`src/rtl/p4drp_pkg.sv`:
```
// ----------------------------------------------------------------------------
// p4drp_pkg: shared definitions for the 4D rotate and project pipeline
// Widths, register indices and the record that travels through the divider.
// ----------------------------------------------------------------------------
`default_nettype none

package p4drp_pkg;

   localparam int COORD_W    = 16;
   localparam int TRIG_W     = 16;
   localparam int DIM_W      = 12;
   localparam int CHAN_W     = 9;
   localparam int COLOR_W    = 32;
   localparam int PIX_W      = 22;
   localparam int CSR_IDX_W  = 3;

   localparam int MAX_WIDTH  = 2048;
   localparam int MAX_HEIGHT = 2048;
   localparam int MAX_DIM    = (MAX_WIDTH > MAX_HEIGHT) ? MAX_WIDTH : MAX_HEIGHT;

   // 2.5 in Q.12
   localparam int DEPTH_BIAS = 10240;

   // Screen coordinate bits, positive depth bits and the numerator that
   // covers quotient times depth.
   localparam int QUO_W = $clog2(MAX_DIM);
   localparam int ZZ_W  = 19;
   localparam int NUM_W = ZZ_W + QUO_W;

   localparam logic [CSR_IDX_W-1:0] REG_SIN_XZ = 3'd0;
   localparam logic [CSR_IDX_W-1:0] REG_COS_XZ = 3'd1;
   localparam logic [CSR_IDX_W-1:0] REG_SIN_XW = 3'd2;
   localparam logic [CSR_IDX_W-1:0] REG_COS_XW = 3'd3;
   localparam logic [CSR_IDX_W-1:0] REG_SIN_YW = 3'd4;
   localparam logic [CSR_IDX_W-1:0] REG_COS_YW = 3'd5;
   localparam logic [CSR_IDX_W-1:0] REG_WIDTH  = 3'd6;
   localparam logic [CSR_IDX_W-1:0] REG_HEIGHT = 3'd7;

   typedef struct packed {
      logic [NUM_W-1:0]   num_x;
      logic [NUM_W-1:0]   num_y;
      logic [ZZ_W-1:0]    den;
      logic [QUO_W-1:0]   qx;
      logic [QUO_W-1:0]   qy;
      logic               ok;
      logic [COLOR_W-1:0] color;
      logic               last;
   } div_type;

endpackage

`default_nettype wire

```
`src/rtl/p4drp_div.sv`:
```
// ----------------------------------------------------------------------------
// p4drp_div: pipelined restoring divider for both screen coordinates
// One quotient bit per stage; the x and y numerators share the depth divisor.
// ----------------------------------------------------------------------------
`default_nettype none

module p4drp_div (
   input  wire logic                        clock,
   input  wire logic [p4drp_pkg::QUO_W-1:0] en,
   input  wire p4drp_pkg::div_type          div_in,
   output p4drp_pkg::div_type               div_out
);
   import p4drp_pkg::*;

   div_type div_ff [QUO_W];

   for (genvar s = 0; s < QUO_W; s++) begin : g_stage
      localparam int K = QUO_W - 1 - s;
      div_type          prev;
      div_type          stage_in;
      logic [NUM_W-1:0] dsh;

      if (s == 0) begin : g_first
         assign prev = div_in;
      end else begin : g_next
         assign prev = div_ff[s-1];
      end

      always_comb begin
         stage_in = prev;
         dsh      = NUM_W'(prev.den) << K;
         if (prev.num_x >= dsh) begin
            stage_in.num_x = prev.num_x - dsh;
            stage_in.qx[K] = 1'b1;
         end
         if (prev.num_y >= dsh) begin
            stage_in.num_y = prev.num_y - dsh;
            stage_in.qy[K] = 1'b1;
         end
      end

      always_ff @(posedge clock) begin
         if (en[s]) begin
            div_ff[s] <= stage_in;
         end
      end
   end

   assign div_out = div_ff[QUO_W-1];

endmodule

`default_nettype wire

```
`config.mk`:
```
export PLATFORM = sky130hd
export DESIGN_NAME = p4drp_div
export DESIGN_NICKNAME = d
export VERILOG_FILES = /design/src/rtl/p4drp_pkg.sv /design/src/rtl/p4drp_div.sv
export SDC_FILE = /design/constraint.sdc
export NUM_CORES = 2
export LEC_CHECK = 0
export ABC_AREA = 0
export BUFFER_PORTS_ARGS = -buffer_cell sky130_fd_sc_hd__buf_2
export CORE_ASPECT_RATIO = 0.6
export CORE_UTILIZATION = 56
export CTS_CLUSTER_SIZE = 14
export DETAILED_ROUTE_END_ITERATION = 7
export GPL_TIMING_DRIVEN = 1
export PLACE_DENSITY = 0.83
export SYNTH_ARGS = -nofsm -noshare
export SYNTH_HDL_FRONTEND = slang
export SYNTH_SLANG_ARGS = --single-unit
export TNS_END_PERCENT = 100
```
`constraint.sdc`:
```
create_clock -name clock -period 3.4 [get_ports clock]
set_input_delay 0.51 -clock clock [delete_from_list [all_inputs] [get_ports clock]]
set_output_delay 0.51 -clock clock [all_outputs]
set_load 0.03 [all_outputs]
```
==> out/qor.yml <==
status: "complete, but fails checks"
violations: "negative setup slack"
synthesis.nets: 6398
ir_drop_uv: 597
core_mm2: 0.130
p_per_area_mw_per_mm2: 814
cts_buffers: 139
final_common_cell: "edfxtp_1"
drive_above_1_share_pct: 19.0
largest_register_ffs: 1485
cts-root-buf: "clkbuf_16"
holdWs_ns: 0.0437
die_w_um: 469
setup_viol: 12
crit_fanout: 8
avgSynthCellArea_um2: 12.6
port_buffers: 281
final_cells: 8489
hold_viol_final: 0
drt_iter0_drc: 6952
slowest_delay_ns: 0.49
dpl-instance-area_mm2: 0.0800
finalCritPeriodShare_pct: 102
layout.nets: 7269
floorplan.initialDensity_pct: 56.7
final_area_mm2: 0.0871
clock.fmax_mhz: 289
dpl.hpwl_mm: 159
critical_path_class: "reg -> reg"
synth_enable_flop_cells: 1485
place_inst: 8100
synthDistinctLibCells: 94
die_area_mm2: 0.133
ys_seq_elements: 1485
p_leak_uw: 0.0335
cap_violations: 0
reg.largest.list: "div_ff: 1485 flops"
vias_per_cell: 6.13
ys_warn_count: 0
arrival_ns: 3.98
required_ns: 3.92
hp-class: "in -> reg"
syn_area_mm2: 0.0734
path_clk_slew_ns: 0.07
ys.flop_type: "edfxtp_1"
clock_path_buffers: 3
die_h_um: 282
cp-end-kind: "flip-flop"
cts_tree: "done"
dr.pass1.iters: 6
final_cell_mix: "edfxtp_1 (1485), a21oi_1 (426), buf_4 (415), ha_1 (400), nand2_1 (389)"
grt_pass1_vias: 48736
path_cells: "inv_1 -> ha_2 -> inv_2 -> fa_2 -> a211oi_2 -> o21bai_1 -> a21o_1 -> a31o_4 -> o31a_1 -> or4_4 -> buf_12 -> mux2_4"
tightest_slew_ns: 0.930
grt_util_all_layers_pct: 31.3
clock_sinks: 1485
r2r_cells: 12
whs_path_depth: 2
largest_register: "div_ff"
rsz0062_at_grt: "true"
synthArstFlopShare_pct: 0
vias: 52033
ant_nets: 0
area_delta_synth_final_pct: 18.7
fp-row-count: 102
grt_max_degree: 74
fin_worst_skew_ns: 0.0699
period_minus_slack_ns: 3.46
setup_slack_ns: -0.0623
grt_pass1_wl_mm: 307
clock_latency_ns: 0.82
cts_max_level: 4
io_pins: 282
maxSlewViolCount: 0
synth_cells: 5811
route.detailed.drc: 0
wl_per_cell_um: 25.0
slew_headroom_pct: 38.0
slowest_stage: "or4_4"
wl_mm: 212
cp-start-kind: "flip-flop"
ys_seq_area_share_pct: 60.7
gr-total-overflow: 0
finalWeightedCongestion: 1.01
antenna_found_initial: 20
-- logic make-up after synthesis --
| family | after synthesis | share of synthesized area (%) |
|---|---|---|
| flip-flops | 1485 | 60.7 |
| AND/OR/NAND/NOR | 1443 | 9.72 |
| AO/OA/AOI/OAI | 1441 | 12.4 |
| XOR/XNOR | 453 | 5.40 |
| buffers and inverters | 449 | 2.45 |
| adder cells (fa/ha/maj) | 440 | 7.72 |
| multiplexers | 100 | 1.57 |
-- cell type report --
class | count | area [um^2]
clock inverter | 65 | 858
timing repair buffer | 858 | 6610
sequential | 1485 | 44600
multi-input combinational | 3877 | 28100
tap | 1716 | 2150
antenna | 4 | 10.0
clock buffer | 163 | 3570
fill | 9103 | 42400
inverter | 321 | 1230
-- per-stage QoR --
stage	setup TNS [ns]	utilization [%]	worst slack (ns)	power, uW
after detailed placement	-5.28	61.8	-0.169	53400
after global routing	-4.81	67.3	-0.161	74300
after CTS	0	66.2	0.00207	69300
final	-0.484	67.3	-0.0623	70900
after floorplan	0	-	0.0271	44400
after global placement	-0.854	61.8	-0.0819	52900
-- worst paths after layout --
| kind | startpoint | slack (ns) | to |
|---|---|---|---|
| hold reg to reg | div_ff[7][2] | 0.41 | div_ff[8][2] |
| hold / removal | div_in[134] | 0.04 | div_ff[0][134] |
| setup / recovery | div_ff[7][107] | -0.06 | div_ff[8][120] |
| setup reg to reg | div_ff[7][107] | -0.06 | div_ff[8][120] |
-- cell usage after synthesis, types with 17 or more instances --
library cell	instances	share of area, %
edfxtp_1	1485	61
a21oi_1	459	3.1
ha_1	418	7.1
nand2_1	389	2.0
nor2_1	372	1.9
o21ai_0	360	2.5
inv_1	321	1.6
xnor2_1	267	3.2
xor2_1	186	2.2
a21o_1	184	1.9
nor3_1	109	0.74
clkbuf_1	83	0.42
nand3_1	81	0.55
mux2_2	80	1.2
nand2b_1	73	0.62
nor2b_1	67	0.57
o21a_1	67	0.69
nand4_1	63	0.54
nor4_1	62	0.53
o21bai_1	52	0.53
a211oi_1	41	0.42
o31ai_1	39	0.40
or3_1	34	0.29
and3_1	33	0.28
or2_2	33	0.28
a31oi_1	30	0.26
o211ai_1	29	0.30
and2_1	23	0.20
buf_2	22	0.15
fa_1	22	0.60
nand4b_1	20	0.24
nor4b_1	19	0.23
or4_1	17	0.17
-- what timing repair did --
| action | CTS | global route |
|---|---|---|
| pin swaps | 14 | 60 |
| buffers inserted | 4 | 38 |
| endpoints found under the hold margin | 113 | 0 |
| hold buffers | 113 | 0 |
| endpoints found under the setup margin | 69 | 308 |
| cloned | 0 | 3 |
| gates resized for setup | 26 | 260 |
-- routing by layer --
| layer | GRT usage (%) | part of all wire [%] |
|---|---|---|
| met5 | 0 | 0.024 |
| met4 | 6.47 | 1.5 |
| met3 | 11.0 | 14 |
| met2 | 40.8 | 39 |
| met1 | 49.2 | 46 |
-- critical path, delay by kind of cell, from the launching register on --
kind	cells	cell delay [ns]
AO/OA/AOI/OAI	5	1.14
AND/OR/NAND/NOR	1	0.49
buffers and inverters	3	0.32
flip-flops	1	0.39
multiplexers	1	0.29
adder cells (fa/ha/maj)	2	0.55
-- power breakdown --
| part | internal, uW | switching [uW] | total, uW | leakage, uW |
|---|---|---|---|---|
| Clock | 8260 | 7270 | 15500 | 0.00211 |
| Combinational | 12000 | 15400 | 27400 | 0.0170 |
| Sequential | 25200 | 2760 | 28000 | 0.0144 |
| Total | 45400 | 25500 | 70900 | 0.0335 |
(Power assumes the default switching activity.)
